File: config.mk
export PLATFORM = sky130hd
export DESIGN_NAME = lru_page_replacement
export DESIGN_NICKNAME = d
export VERILOG_FILES = /design/src/lru_pkg.sv /design/src/lru_cell.sv /design/src/lru_page_replacement.sv
export VERILOG_INCLUDE_DIRS = /design/src /design/src/src
export SDC_FILE = /design/constraint.sdc
export NUM_CORES = 1
export LEC_CHECK = 0
export BUFFER_PORTS_ARGS = -buffer_cell sky130_fd_sc_hd__buf_2
export CAP_MARGIN = 20
export CORE_MARGIN = 1
export CORE_UTILIZATION = 45
export CTS_CLUSTER_DIAMETER = 200
export CTS_CLUSTER_SIZE = 8
export DETAILED_ROUTE_END_ITERATION = 8
export REMOVE_ABC_BUFFERS = 1
export SYNTH_ARGS = -nofsm -noshare
export SYNTH_HDL_FRONTEND = slang
export SYNTH_SLANG_ARGS = --single-unit
export TNS_END_PERCENT = 20
File: constraint.sdc
create_clock -name aclk -period 4.7 [get_ports aclk]
set_input_delay 0.94 -clock aclk [delete_from_list [all_inputs] [get_ports aclk]]
set_output_delay 0.94 -clock aclk [all_outputs]
set_load 0.005 [all_outputs]
File: src/lru_page_replacement_macros.svh
// Assertion helpers for the RTL of the page replacement block.
// Each macro samples on aclk and is disabled while aresetn is low.
`ifndef LRU_PAGE_REPLACEMENT_MACROS_SVH
`define LRU_PAGE_REPLACEMENT_MACROS_SVH
`ifndef SYNTHESIS
`define LRU_ASSERT(lbl, prop, msg) \
    lbl: assert property (@(posedge aclk) disable iff (!aresetn) (prop)) else $error(msg);
`define LRU_ASSERT_NEXT(lbl, ante, cons, msg) \
    lbl: assert property (@(posedge aclk) disable iff (!aresetn) (ante) |=> (cons)) \
        else $error(msg);
`else
`define LRU_ASSERT(lbl, prop, msg)
`define LRU_ASSERT_NEXT(lbl, ante, cons, msg)
`endif
`endif

File: src/lru_pkg.sv
package lru_pkg;

    // Width and reset value of the frames_in_use register
    localparam int unsigned CFG_W = 4;
    localparam logic [CFG_W-1:0] CFG_RESET = 4'd4;

    // Width of the saturating fault counter
    localparam int unsigned FAULT_W = 32;
    localparam logic [FAULT_W-1:0] FAULT_MAX = {FAULT_W{1'b1}};

    // Broadcast from the top level to every frame cell
    typedef struct packed {
        logic advance;  // an input transfer happens this cycle
        logic found;    // the page matched a resident frame
        logic evict;    // miss with full frames: drop the least recent page
    } step_ctrl_t;

endpackage

File: src/lru_cell.sv
module lru_cell #(
    parameter int IDX       = 0,
    parameter int PAGE_BITS = 16,
    parameter int CNT_W     = 4
) (
    input  logic                   aclk,
    input  logic [PAGE_BITS-1:0]   new_page,
    input  logic [PAGE_BITS-1:0]   next_page,
    input  logic [CNT_W-1:0]       count,
    input  logic                   seen_in,
    input  lru_pkg::step_ctrl_t    ctrl,
    output logic                   match,
    output logic                   seen_out,
    output logic [PAGE_BITS-1:0]   page_q
);

    localparam logic [CNT_W-1:0] IDX_C  = CNT_W'(IDX);
    localparam logic [CNT_W-1:0] IDX_P1 = CNT_W'(IDX + 1);

    logic [PAGE_BITS-1:0] page_reg;
    logic [PAGE_BITS-1:0] page_next;
    logic                 occupied;
    logic                 is_last;
    logic                 is_free;

    // Position of this cell relative to the fill level
    assign occupied = IDX_C < count;
    assign is_last  = count == IDX_P1;
    assign is_free  = count == IDX_C;

    // Compare and pass the hit mark toward the most recent end
    assign match    = occupied && (page_reg == new_page);
    assign seen_out = seen_in || match;

    // Shift down from the hit or eviction point, or load the appended page
    always_comb begin
        page_next = page_reg;
        if (ctrl.advance) begin
            if (ctrl.found || ctrl.evict) begin
                if ((seen_out || ctrl.evict) && occupied) begin
                    page_next = is_last ? new_page : next_page;
                end
            end else if (is_free) begin
                page_next = new_page;
            end
        end
    end

    always_ff @(posedge aclk) begin
        page_reg <= page_next;
    end

    assign page_q = page_reg;

endmodule

File: src/lru_page_replacement.sv
// LRU page replacement over a chain of frame cells.
// The result of an input transfer is registered and shows on m_tvalid in the next cycle.
// Throughput: one reference per cycle; the compare, hit chain and shift of all
// frame cells settle combinationally. A new reference enters in the cycle the
// waiting result is taken and is held off while that result stays untaken.
// Reset clears fill level, fault count and output valid; frames_in_use returns to 4.
`include "lru_page_replacement_macros.svh"

module lru_page_replacement #(
    parameter int MAX_FRAMES = 8,
    parameter int PAGE_BITS  = 16
) (
    input  logic                          aclk,
    input  logic                          aresetn,
    // configuration: frames_in_use
    input  logic                          cfg_valid,
    output logic                          cfg_ready,
    input  logic [lru_pkg::CFG_W-1:0]     cfg_data,
    // s_tdata fields from bit 0: page
    input  logic                          s_tvalid,
    output logic                          s_tready,
    input  logic [((PAGE_BITS+7)/8)*8-1:0] s_tdata,
    // m_tdata fields from bit 0: hit, fault, evicted_valid, evicted_page,
    // occupied, fault_total
    output logic                          m_tvalid,
    input  logic                          m_tready,
    output logic [((3+PAGE_BITS+$clog2(MAX_FRAMES+1)+lru_pkg::FAULT_W+7)/8)*8-1:0] m_tdata
);

    localparam int CNT_W    = $clog2(MAX_FRAMES + 1);
    localparam int CAP_W    = (CNT_W > lru_pkg::CFG_W) ? CNT_W : lru_pkg::CFG_W;
    localparam int OUT_BITS = 3 + PAGE_BITS + CNT_W + lru_pkg::FAULT_W;
    localparam int OUT_W    = ((OUT_BITS + 7) / 8) * 8;
    localparam logic [CAP_W-1:0] CAP_MAX = CAP_W'(MAX_FRAMES);
    localparam logic [CAP_W-1:0] CAP_ONE = CAP_W'(1);

    logic [lru_pkg::CFG_W-1:0]   cfg_reg;
    logic [CNT_W-1:0]            count_reg;
    logic [CNT_W-1:0]            count_next;
    logic [lru_pkg::FAULT_W-1:0] fault_reg;
    logic [lru_pkg::FAULT_W-1:0] fault_next;

    logic                        out_valid_reg;
    logic                        hit_reg;
    logic                        evict_reg;
    logic [PAGE_BITS-1:0]        victim_reg;

    logic                        in_fire;
    logic [PAGE_BITS-1:0]        page;
    logic [CAP_W-1:0]            cfg_ext;
    logic [CAP_W-1:0]            cap;
    logic                        found;
    logic                        evict;
    lru_pkg::step_ctrl_t         ctrl;

    logic [MAX_FRAMES:0]         seen;
    logic [MAX_FRAMES-1:0]       match;
    logic [PAGE_BITS-1:0]        cell_page [MAX_FRAMES];

    // Configuration is always accepted; input while the output register is empty or being drained
    assign cfg_ready = 1'b1;
    assign s_tready  = !out_valid_reg || m_tready;
    assign in_fire   = s_tvalid && s_tready;
    assign page      = s_tdata[PAGE_BITS-1:0];

    // Clamp the configured frame count to one through MAX_FRAMES
    assign cfg_ext = CAP_W'(cfg_reg);
    always_comb begin
        priority if (cfg_reg == '0) begin
            cap = CAP_ONE;
        end else if (cfg_ext > CAP_MAX) begin
            cap = CAP_MAX;
        end else begin
            cap = cfg_ext;
        end
    end

    assign found = seen[MAX_FRAMES];
    assign evict = !found && (CAP_W'(count_reg) >= cap);

    assign ctrl.advance = in_fire;
    assign ctrl.found   = found;
    assign ctrl.evict   = evict;

    // Frame cells, least recent at index zero
    assign seen[0] = 1'b0;
    for (genvar i = 0; i < MAX_FRAMES; i++) begin : g_cell
        logic [PAGE_BITS-1:0] next_page;
        if (i == MAX_FRAMES - 1) begin : g_tail
            assign next_page = page;
        end else begin : g_mid
            assign next_page = cell_page[i+1];
        end
        lru_cell #(
            .IDX       (i),
            .PAGE_BITS (PAGE_BITS),
            .CNT_W     (CNT_W)
        ) u_cell (
            .aclk      (aclk),
            .new_page  (page),
            .next_page (next_page),
            .count     (count_reg),
            .seen_in   (seen[i]),
            .ctrl      (ctrl),
            .match     (match[i]),
            .seen_out  (seen[i+1]),
            .page_q    (cell_page[i])
        );
    end

    // Grow on an append, count faults with saturation
    always_comb begin
        count_next = count_reg;
        fault_next = fault_reg;
        if (in_fire && !found) begin
            if (!evict) begin
                count_next = count_reg + CNT_W'(1);
            end
            if (fault_reg != lru_pkg::FAULT_MAX) begin
                fault_next = fault_reg + lru_pkg::FAULT_W'(1);
            end
        end
    end

    // Hold the configuration register
    always_ff @(posedge aclk) begin
        if (!aresetn) begin
            cfg_reg <= lru_pkg::CFG_RESET;
        end else if (cfg_valid && cfg_ready) begin
            cfg_reg <= cfg_data;
        end
    end

    // Advance the recency state
    always_ff @(posedge aclk) begin
        if (!aresetn) begin
            count_reg <= '0;
            fault_reg <= '0;
        end else begin
            count_reg <= count_next;
            fault_reg <= fault_next;
        end
    end

    // Output valid: set on an input transfer, drop once the result is taken
    always_ff @(posedge aclk) begin
        if (!aresetn) begin
            out_valid_reg <= 1'b0;
        end else if (in_fire) begin
            out_valid_reg <= 1'b1;
        end else if (m_tready) begin
            out_valid_reg <= 1'b0;
        end
    end

    // Capture the result payload
    always_ff @(posedge aclk) begin
        if (in_fire) begin
            hit_reg    <= found;
            evict_reg  <= evict;
            victim_reg <= evict ? cell_page[0] : '0;
        end
    end

    assign m_tvalid = out_valid_reg;
    assign m_tdata  = OUT_W'({fault_reg, count_reg, victim_reg, evict_reg, !hit_reg, hit_reg});

    `LRU_ASSERT(a_count_bound, count_reg <= CNT_W'(MAX_FRAMES), "fill level above frame count")
    `LRU_ASSERT(a_single_match, $onehot0(match), "page resident in more than one frame")
    `LRU_ASSERT(a_evict_is_fault, !(m_tvalid && evict_reg && hit_reg), "eviction on a hit")
    `LRU_ASSERT_NEXT(a_fault_step, in_fire && !found && (fault_reg != lru_pkg::FAULT_MAX),
        fault_reg == $past(fault_reg) + lru_pkg::FAULT_W'(1), "fault count did not advance")
    `LRU_ASSERT_NEXT(a_count_hold, in_fire && (found || evict),
        count_reg == $past(count_reg), "fill level changed on hit or eviction")

endmodule
# --- Word level (Yosys, flattened, before mapping) ---
# Index checks and enable logic that the tools add are counted.
word_totals:
  inputBits: 25
  ff_bits: 187
  out_inout_bits: 59
  elab_cells: 132
classes:
  n_reduce_logical: 52
  n_lt_le_gt_ge: 10
  muxes: 28
  n_bitwise: 1
  n_eq_ne: 24
  addsub: 2
ops:
  columns: ["operator", "count"]
  rows:
  - ["$mux 16", 24]
  - ["$eq 16x16->1", 8]
  - ["$add 32x1->32 const B", 1]
  - ["$ne 32x32->1 const B", 1]
  - ["$logic_and 1x1->1", 19]
  - ["$reduce_and 2->1", 9]
  - ["$eq 4x3->1 const B", 4]
  - ["$logic_or 1x1->1", 16]
  - ["$lt 3x4->1 const A", 4]
  - ["$ne 2x1->1 const B", 7]
  - ["$eq 4x2->1 const B", 2]
  - ["$logic_not 4->1", 2]
  - ["$lt 1x4->1 const A", 2]
  - ["$lt 2x4->1 const A", 2]
  - ["$mux 4", 2]
  - ["$add 4x1->4 const B", 1]
  - ["$eq 4x1->1 const B", 1]
  - ["$ge 4x4->1", 1]
  - ["$gt 4x4->1 const B", 1]
  - ["$reduce_bool 2->1", 2]
  - ["$logic_not 1->1", 3]
  - ["$reduce_and 3->1", 1]
  - ["$mux 1", 2]
  - ["$ne 2x2->1 const B", 1]
  - ["$not 1->1", 1]

# --- Longest topological paths before layout ---
# Gate-level depths: netlist (run 1).
logic_depth:
  ltp_word: 15
  mapped_depth: 14
  mapped_depth_nobuf: 11

# --- Hierarchy ---
# Synthesis (run 1) repeated with hierarchy kept, for this count alone.
hier_totals:
  cells_unflattened: 826
  area_unflattened_um2: 10398.7
modules_own_cells:
  columns: ["module", "cells_per_inst", "n_inst", "seq_area_each_um2", "area_per_inst_um2"]
  rows:
  - ["lru_page_replacement", 297, 1, 1361.3, 2889.0]
  - ["lru_cell at g_cell[5].u_cell", 68, 1, 480.5, 998.5]
  - ["lru_cell at g_cell[4].u_cell", 68, 1, 480.5, 963.4]
  - ["lru_cell at g_cell[0].u_cell", 66, 1, 480.5, 933.4]
  - ["lru_cell at g_cell[6].u_cell", 66, 1, 480.5, 928.4]
  - ["lru_cell at g_cell[1].u_cell", 66, 1, 480.5, 927.1]
  - ["lru_cell at g_cell[3].u_cell", 65, 1, 480.5, 923.4]
  - ["lru_cell at g_cell[2].u_cell", 65, 1, 480.5, 919.6]
  - ["lru_cell at g_cell[7].u_cell", 65, 1, 480.5, 915.9]

# --- Least setup slack after synthesis (run 1) ---
# Ideal clock, no wire load.
synth_path:
  path_type: "input -> register"
  start: "input s_tdata[2]"
  end: "register g_cell[6].u_cell.page_reg[0], enable pin"
  setup_time_ns: 0.414
  path_slack_ns: 0.275
  path_buffers: 5
  path_stages: 12
  t_required_ns: 4.286
  t_arrival_ns: 4.010
  path_cell_list: "buf_2 -> buf_2 -> xor2_1 -> nor4_1 -> nand3_1 -> o22ai_1 -> nor3_1 -> nand3_1 -> buf_4 -> clkbuf_1 -> clkbuf_1 -> a211oi_1"
synth_between:
  elab_chain_cells: 15
  elab_cells_between_ends: 30
  classes_between: "9 x eq/ne; 21 x reduce/logical"
synth_lines:
  columns: ["element", "line_no", "source"]
  rows:
  - ["start: declaration", "lru_page_replacement.sv:22", "input logic [((PAGE_BITS+7)/8)*8-1:0] s_tdata,"]
  - ["$eq 16x16->1", "lru_cell.sv:32", "assign match = occupied && (page_reg == new_page);"]
  - ["$logic_and 1x1->1", "lru_cell.sv:32", null]
  - ["$logic_or 1x1->1 (7 in series)", "lru_cell.sv:33", "assign seen_out = seen_in || match;"]
  - ["$logic_not 1->1", "lru_page_replacement.sv:79", "assign evict = !found && (CAP_W'(count_reg) >= cap);"]
  - ["$logic_and 1x1->1", "lru_page_replacement.sv:79", null]
  - ["$logic_or 1x1->1", "lru_cell.sv:40", "if ((seen_out || ctrl.evict) && occupied) begin"]
  - ["$logic_and 1x1->1", "lru_cell.sv:40", null]
  - ["$ne 2x1->1 (no source line) *", null, null]
  - ["$reduce_and 2->1 (no source line) *", null, null]
  - ["end signal: assignment", "lru_cell.sv:50", "page_reg <= page_next;"]
  - ["end: declaration", "lru_cell.sv:20", "logic [PAGE_BITS-1:0] page_reg;"]
# Every way passes the cells marked *; elsewhere a longest branch is shown, timed or not.
# A chain may end at the register's enable or synchronous reset.

# --- Final worst setup path (run 1) ---
layout_path:
  start: "register count_reg[1]"
  end: "register g_cell[1].u_cell.page_reg[13], data pin"
layout_between:
  elab_chain_cells: 13
  elab_cells_between_ends: 33
  classes_between: "9 x order compare; 2 x eq/ne; 4 x mux; 18 x reduce/logical"
layout_lines:
  columns: ["element", "line_no", "source"]
  rows:
  - ["start: declaration", "lru_page_replacement.sv:38", "logic [CNT_W-1:0] count_reg;"]
  - ["start signal: assignment", "lru_page_replacement.sv:140", "count_reg <= count_next;"]
  - ["$lt 1x4->1", "lru_cell.sv:27", "assign occupied = IDX_C < count;"]
  - ["$logic_and 1x1->1", "lru_cell.sv:32", null]
  - ["$logic_or 1x1->1 (7 in series)", "lru_cell.sv:33", null]
  - ["$logic_not 1->1", "lru_page_replacement.sv:79", null]
  - ["$logic_and 1x1->1", "lru_page_replacement.sv:79", null]
  - ["$logic_or 1x1->1", "lru_cell.sv:39", "if (ctrl.found || ctrl.evict) begin"]
  - ["$mux 16 *", "lru_cell.sv:39", null]
  - ["end signal: assignment", "lru_cell.sv:50", null]
  - ["end: declaration", "lru_cell.sv:20", null]
# Every way passes the cells marked *; elsewhere a longest branch is shown, timed or not. The select of a mux whose other input is x is not followed.

==> impl_results.md, run 1 <==
* Outcome: complete, no violations
* Number of DRC markers in iteration 0 at 1045
* Comb power frac at between 10% and 20%
* Final setup violation count at 0
* Startpoint types: flop
* Port Buffers at just over 80
* Syn_area_per_cell at between 10 and 15 µm²
* Root Driver: clkbuf_16
* Int Power at between 3 and 4 mW
* Count of flip-flops with a built-in enable after synthesis at between 100 and 150
* Vias per Instance at 5.90
* Yosys reg bits at 187
* Final core occ at 51.3%
* Core area at 23700 µm²
* Die Span Y at between 150 and 200 µm
* R2r endpoint: g_cell[1].u_cell.page_q[13]
* XOR/XNOR share of the synthesized area at 10.7%
* Clock slew at reported path FFs at 70 ps
* Total wire length at around 31 mm
* Register area at 5200 µm²
* Critical R2R Launch: count_reg[1]
* Min-delay worst type: flop to flop
* Pleak at 4.81 nW
* Commonest non-fill, non-tap cell in the layout: edfxtp_1
* Routed Antenna Nets at 0
* Worst VDD drop at 0.242 mV
* Max Clock Freq at 0.262 GHz
* Adder-cell share of the synthesized area at 0.914%
* Final instance area at 12200 µm²
* Synth Area in Compound Gates at 12.2%
* Area occupied by multi-input gates at 4960 µm²
* Largest net degree at the start of global routing at 51
* Commonest non-fill, non-tap cells in the layout: edfxtp_1 (146), inv_1 (91), buf_2 (81)
* Pin slew with the least headroom to its limit at 1080 ps
* Final-report hold violation count at 0
* Post-CTS sizing at 0
* Reg2reg setup slack at 880 ps
* H-tree levels at 4
* Clk pwr share at 32.6%
* Reg2Reg Depth at 9
* Via count at about 8000
* Fillers at 2186
* Count of cell types in the netlist at 53
* DIE WIDTH at 158 µm
* DP Area at about 12000 µm²
* Crit path capture type: flop
* Switching Share at 30.2%
* Simple logic cell fraction of the synthesized area at 15.4%
* Hold bufs inserted after CTS at 0
* DR WL met2 at around 14 mm
* Crit. Startpoint: count_reg[1]
* DRT Pass-1 Iters at 8
* Routed len/inst at roughly 22 µm
* Synth Flop Type: edfxtp_1
* Synth-to-layout area growth at 11.0%
* Row count at 56
* Tmin final at between 3000 and 4000 ps
* Crit path capture: g_cell[1].u_cell.page_q[13]
* Worst-skew pair later-pin latency at 450 ps
* Sequential share of power at 48.0%
* Slew headroom at between 20 and 30%
* Syn Inst Count at 1015
* RSZ-0062 raised after global routing: no
* Vias in the first global route at 7704
* Clock Sinks at 187
* DR WL met3 at 2.76 mm
* Sequential share of the synthesized area at roughly 48%
* CTS tree: yes
* Gpl congestion at 0.876
* Setup bufs post-CTS at 0
* Total gr overflow at 0
* Sw Pwr at 1.38 mW
* Mux cell area share after synthesis at 5.84%
* Gr usage total at 25.7%
* DIE AREA at 25000 µm²
* # IOs at between 80 and 90
* Met1 Wirelength at 13.6 mm
* Initial antenna violation count at 0
* First-pass GRT wire length at between 40 and 50 mm
* Max reg flops at ~130
* Arrival time worst endpoint at 4050 ps
* DR top layer: met4
* Final period util at 81.3%
* Crit path max fanout at 16
* N_diodes at 0
* Final Max Tran Viols at 0
* Main combinational cell family by area after synthesis: simple AND/OR/NAND/NOR gates
* Post-synth ARST share at 0%
* Post-route DRC at 0
* # Max-Cap Violations at 0
* Longest Clk Path Bufs at 2
* Share of cells above drive strength 1 at 22.8%
* Initial Utilization at 46.2%
* Ys Warns at 0
* WS Path Type: flop to flop
* Fin nets at 1092
* Total CTS buffers at 17
* Critical Path RT at 4930 ps
* PwrDens at 375 nW/µm²
* Clock skew at 15.2 ps
* Cell Area, Synth at 11000 µm²
* DP HPWL at 21.3 mm
-- worst min path at each step --
| stage | start | endpoint | slack (ps) | cells after the start |
|---|---|---|---|---|
| floorplan | cfg_ext[0] | cfg_ext[0] | 460 | 2 |
| global placement | fault_reg[26] | fault_reg[26] | 470 | 2 |
| detailed placement | fault_reg[23] | fault_reg[23] | 470 | 2 |
| CTS | fault_reg[30] | fault_reg[30] | 490 | 2 |
| global route | fault_reg[26] | fault_reg[26] | 510 | 2 |
| finish | fault_reg[26] | fault_reg[26] | 490 | 2 |
-- critical path, stage by stage (launching register included) --
cell,delay (ps)
dfxtp_1,590
ha_1,380
a21oi_1,180
nor4_1,300
nand3_1,130
nor4_1,640
nor3_1,220
and3_4,310
mux2_2,440
a222oi_1,420
-- cells in the mapped netlist (all sizes together), types with 2 or more instances --
cell type  number  area, µm²
and3           15        104
nor3           12       60.1
nand2b         20        125
ha              8        100
mux2           19        221
nand2          49        184
edfxtp        146       4380
nor2           31        119
o221a          64        721
or2             4       25.0
xnor2          70        613
and2           21        131
nand4          23        144
nor4b           2       17.5
or3            69        432
nor2b           2       12.5
xor2           64        561
a21oi          18       90.1
dfxtp          41        821
o31ai           6       45.0
o21ai           5       25.0
nor4           19        131
buf            51        310
or4             6       48.8
conb            2       7.51
o211ai          3       22.5
a222oi         32        320
nand3b          2       15.0
inv            91        342
clkbuf         37        139
and4            2       17.5
o22ai           4       25.0
a21o            4       30.0
nand3          23        115
mux2i          41        418
-- logic make-up after synthesis --
group                      count (synthesis)
muxes                                     60
DFF                                      187
other                                      2
xor gates and xnor gates                 134
buffers and inverters                    180
and+or+nand+nor                          301
AOI/OAI and AO/OA                        143
adders and majority gates                  8
-- layout make-up --
cell class	count	area share, %
inverter	92	2.84
timing repair buffer	113	5.31
clock buffer	18	3.71
sequential	187	42.8
multi-input combinational	648	40.8
tap	319	3.28
clock inverter	14	1.19
-- stage by stage --
stage | worst slack, ps | instances | setup TNS, ps | hold WS [ps] | power (mW)
finish | 878 | 1391 | 0 | 490 | 4.56
global route | 514 | 1391 | 0 | 515 | 4.74
CTS | 951 | 1390 | 0 | 491 | 4.57
detailed placement | 565 | 1358 | 0 | 474 | 3.10
global placement | 574 | 1358 | 0 | 469 | 3.08
floorplan | -203 | 927 | -3250 | 461 | 2.77
-- power groups by stage --
stage	logic (mW)	registers, mW	clock network [mW]
2_1_floorplan	0.602	2.17	0
5_1_grt	0.964	2.21	1.57
3_5_place_dp	0.869	2.23	0
4_1_cts	0.878	2.19	1.50
6_report	0.885	2.19	1.49
3_3_place_gp	0.858	2.23	0
-- routing by layer --
layer / global-route usage [%] / vias to the layer above
met3: 5.06 / 47
met2: 38.8 / 395
met1: 37.0 / 3942
met5: 0 / -
met4: 7.92 / 0
li1: - / 3821
(Power assumes the default switching activity.)
==> inputs of run 2 (changes only) <==
==> constraint.sdc (replaced) <==
create_clock -name aclk -period 3.1 [get_ports aclk]
set_input_delay 0.62 -clock aclk [delete_from_list [all_inputs] [get_ports aclk]]
set_output_delay 0.62 -clock aclk [all_outputs]
set_load 0.005 [all_outputs]
==> impl_results.md, run 2 (synthesized netlist as in run 1, its figures left out) <==
* Post-route DRC at 0 (unchanged)
* Final-report hold violation count at 0 (unchanged)
* Sequential share of power at 46.9% (-1.1 points)
* DP HPWL at 23.4 mm (+9.9%)
* Tmin final at 3040 ps (-786 ps)
* Clk pwr share at 31.2% (-1.4 points)
* CTS tree: yes
* Switching Share at 29.3% (-0.87 points)
* Reg2reg setup slack at 60 ps (-810 ps)
* Synth-to-layout area growth at 20.1%
* Vias per Instance at 5.76 (-2.3%)
* Share of cells above drive strength 1 at 29.6% (+6.9 points)
* Core area at 23700 µm² (unchanged)
* WHS Endpoint: cfg_ext[2]
* # Max-Cap Violations at 0 (unchanged)
* Slew headroom at 58.9% (+31 points)
* Final period util at 97.9% (+17 points)
* DIE AREA at 25000 µm² (unchanged)
* Total CTS buffers at 17 (unchanged)
* Routed Antenna Nets at 0 (unchanged)
* Final core occ at 55.5% (+4.2 points)
* Port Buffers at 81 (unchanged)
* Fin nets at 1188 (+8.8%)
* Sw Pwr at 2.07 mW (+50%)
* Largest net degree at the start of global routing at 45 (-12%)
* Final WS setup at 63.8 ps (-814 ps)
* Longest Clk Path Bufs at 2 (unchanged)
* N_diodes at 0 (unchanged)
* Pin slew with the least headroom to its limit at 613 ps (-463 ps)
* Crit path max fanout at 16 (unchanged)
* Root Driver: clkbuf_16
* DRT Pass-1 Iters at 8 (unchanged)
* Final setup TNS at 0 ps (unchanged)
* Outcome: complete, no violations
* Fillers at 2154 (-1.5%)
* Routed len/inst at 20.9 µm (-6.8%)
* Inst Count DP at 1452 (+6.9%)
* Int Power at 4.99 mW (+57%)
* Via count at 8571 (+4.5%)
* Max Clock Freq at 0.329 GHz (+26%)
* Arrival time worst endpoint at 3220 ps (-830 ps)
* Crit path capture type: flop
* PwrDens at 537 nW/µm² (+43%)
* Total wire length at 31.0 mm (-0.36%)
* First-pass GRT wire length at 48.2 mm (+2.0%)
* Gr usage total at 26.0% (+0.24 points)
* Hold path cells at 3 (+1)
* Critical Path RT at 3290 ps (-1640 ps)
* Worst-skew pair later-pin latency at 450 ps (about the same)
* Die Span Y at 158 µm (unchanged)
* H-tree levels at 4 (unchanged)
* Max reg flops at 128 (unchanged)
* Commonest non-fill, non-tap cells in the layout: edfxtp_1 (146), buf_4 (108), inv_1 (92)
* Total gr overflow at 0 (unchanged)
* Commonest non-fill, non-tap cell in the layout: edfxtp_1
* Initial antenna violation count at 0 (unchanged)
* Dpl ws at -489 ps (-1050 ps)
* Gpl congestion at 0.891 (+1.7%)
* Reg2Reg Depth at 10 (+1)
* Final Max Tran Viols at 0 (unchanged)
* WS Path Type: flop to flop
* Min-delay worst type: input port to flop
* Crit. Startpoint: g_cell[0].u_cell.page_q[4]
* Non-Filler Instances at 1487 (+6.9%)
* Initial Utilization at 46.2% (unchanged)
* Row count at 56 (unchanged)
* Worst VDD drop at 0.303 mV (+25%)
* Clock skew at 17.7 ps (+2.53 ps)
* # IOs at 84 (unchanged)
* Number of DRC markers in iteration 0 at 1023 (-2.1%)
* Startpoint types: flop
* Clock Sinks at 187 (unchanged)
* Vias in the first global route at 8113 (+5.3%)
* R2r endpoint: g_cell[2].u_cell.page_q[10]
* Critical R2R Launch: g_cell[0].u_cell.page_q[4]
* RSZ-0062 raised after global routing: yes
* Hold bufs inserted after CTS at 0 (unchanged)
* Pleak at 5.39 nW (+12%)
* Final setup violation count at 0 (unchanged)
* Clock slew at reported path FFs at 80 ps (about the same)
* Hold Startpoint: cfg_data[2]
* Comb power frac at 21.9% (+2.5 points)
* DIE WIDTH at 158 µm (unchanged)
==> run 2: cell types whose count changed in the layout (fill, tap and decap cells not counted), moves of 2 or more <==
cell      before  now
inv_4          3    1
inv_6          1    3
clkinv_8       2    0
a21oi_1       18   15
buf_12         0   20
a21oi_2        0    3
buf_4         32  108
==> run 2: metrics by stage <==
stage | power (mW) | cell area, µm² | hold slack [ps]
after global routing | 7.34 | 13100 | 402
final | 7.06 | 13100 | 417
after CTS | 7.07 | 13100 | 402
after floorplan | 4.20 | 10500 | 461
after global placement | 4.85 | 12500 | 467
after detailed placement | 4.88 | 12500 | 477
==> run 2: worst max path at each step <==
stage | endpoint | slack, ps
after floorplan | g_cell[6].u_cell.page_q[0] | -1800
after CTS | g_cell[4].u_cell.page_q[0] | 30
after global routing | g_cell[6].u_cell.page_q[4] | -10
after detailed placement | g_cell[1].u_cell.page_q[10] | -490
final | g_cell[2].u_cell.page_q[10] | 60
after global placement | g_cell[4].u_cell.page_q[11] | -450
==> run 2: repair_timing <==
action / in CTS / in global routing
resized for setup: 4 / 6
setup endpoints to repair: 76 / 175
buffers inserted: 0 / 3
cloned: 0 / 0
pin swaps: 0 / 6
==> run 2: final cells by class <==
class | instances | area (µm²) | area share [%]
Tap cell | 319 | 399 | 3.04
Sequential cell | 187 | 5200 | 39.6
Multi-Input combinational cell | 648 | 5000 | 38.0
Clock inverter | 13 | 119 | 0.904
Timing Repair Buffer | 209 | 1620 | 12.3
Clock buffer | 19 | 464 | 3.53
Inverter | 92 | 345 | 2.63
==> run 2: power groups by stage <==
stage          clock network, mW  logic, mW  registers [mW]
5_1_grt                     2.33       1.68            3.34
4_1_cts                     2.23       1.53            3.31
3_5_place_dp                   0       1.52            3.36
6_report                    2.20       1.54            3.31
3_3_place_gp                   0       1.49            3.35
2_1_floorplan                  0      0.913            3.28
==> run 2: layer usage <==
layer	share of wire (%)	vias to the layer above	GRT usage, %
met5	0	-	0
met4	1.8	0	6.91
met3	7.6	34	5.89
met2	46	304	39.7
met1	45	4219	36.9
li1	-	4014	-
==> run 2: critical path: stages (launching register included) <==
cell and delay (ps):
edfxtp_1 480, xor2_1 210, nor4_2 260, nand4_1 130, or4_4 550, and3_4 170, and3_4 200, buf_4 150
mux2i_2 160, buf_12 200, o221a_2 270
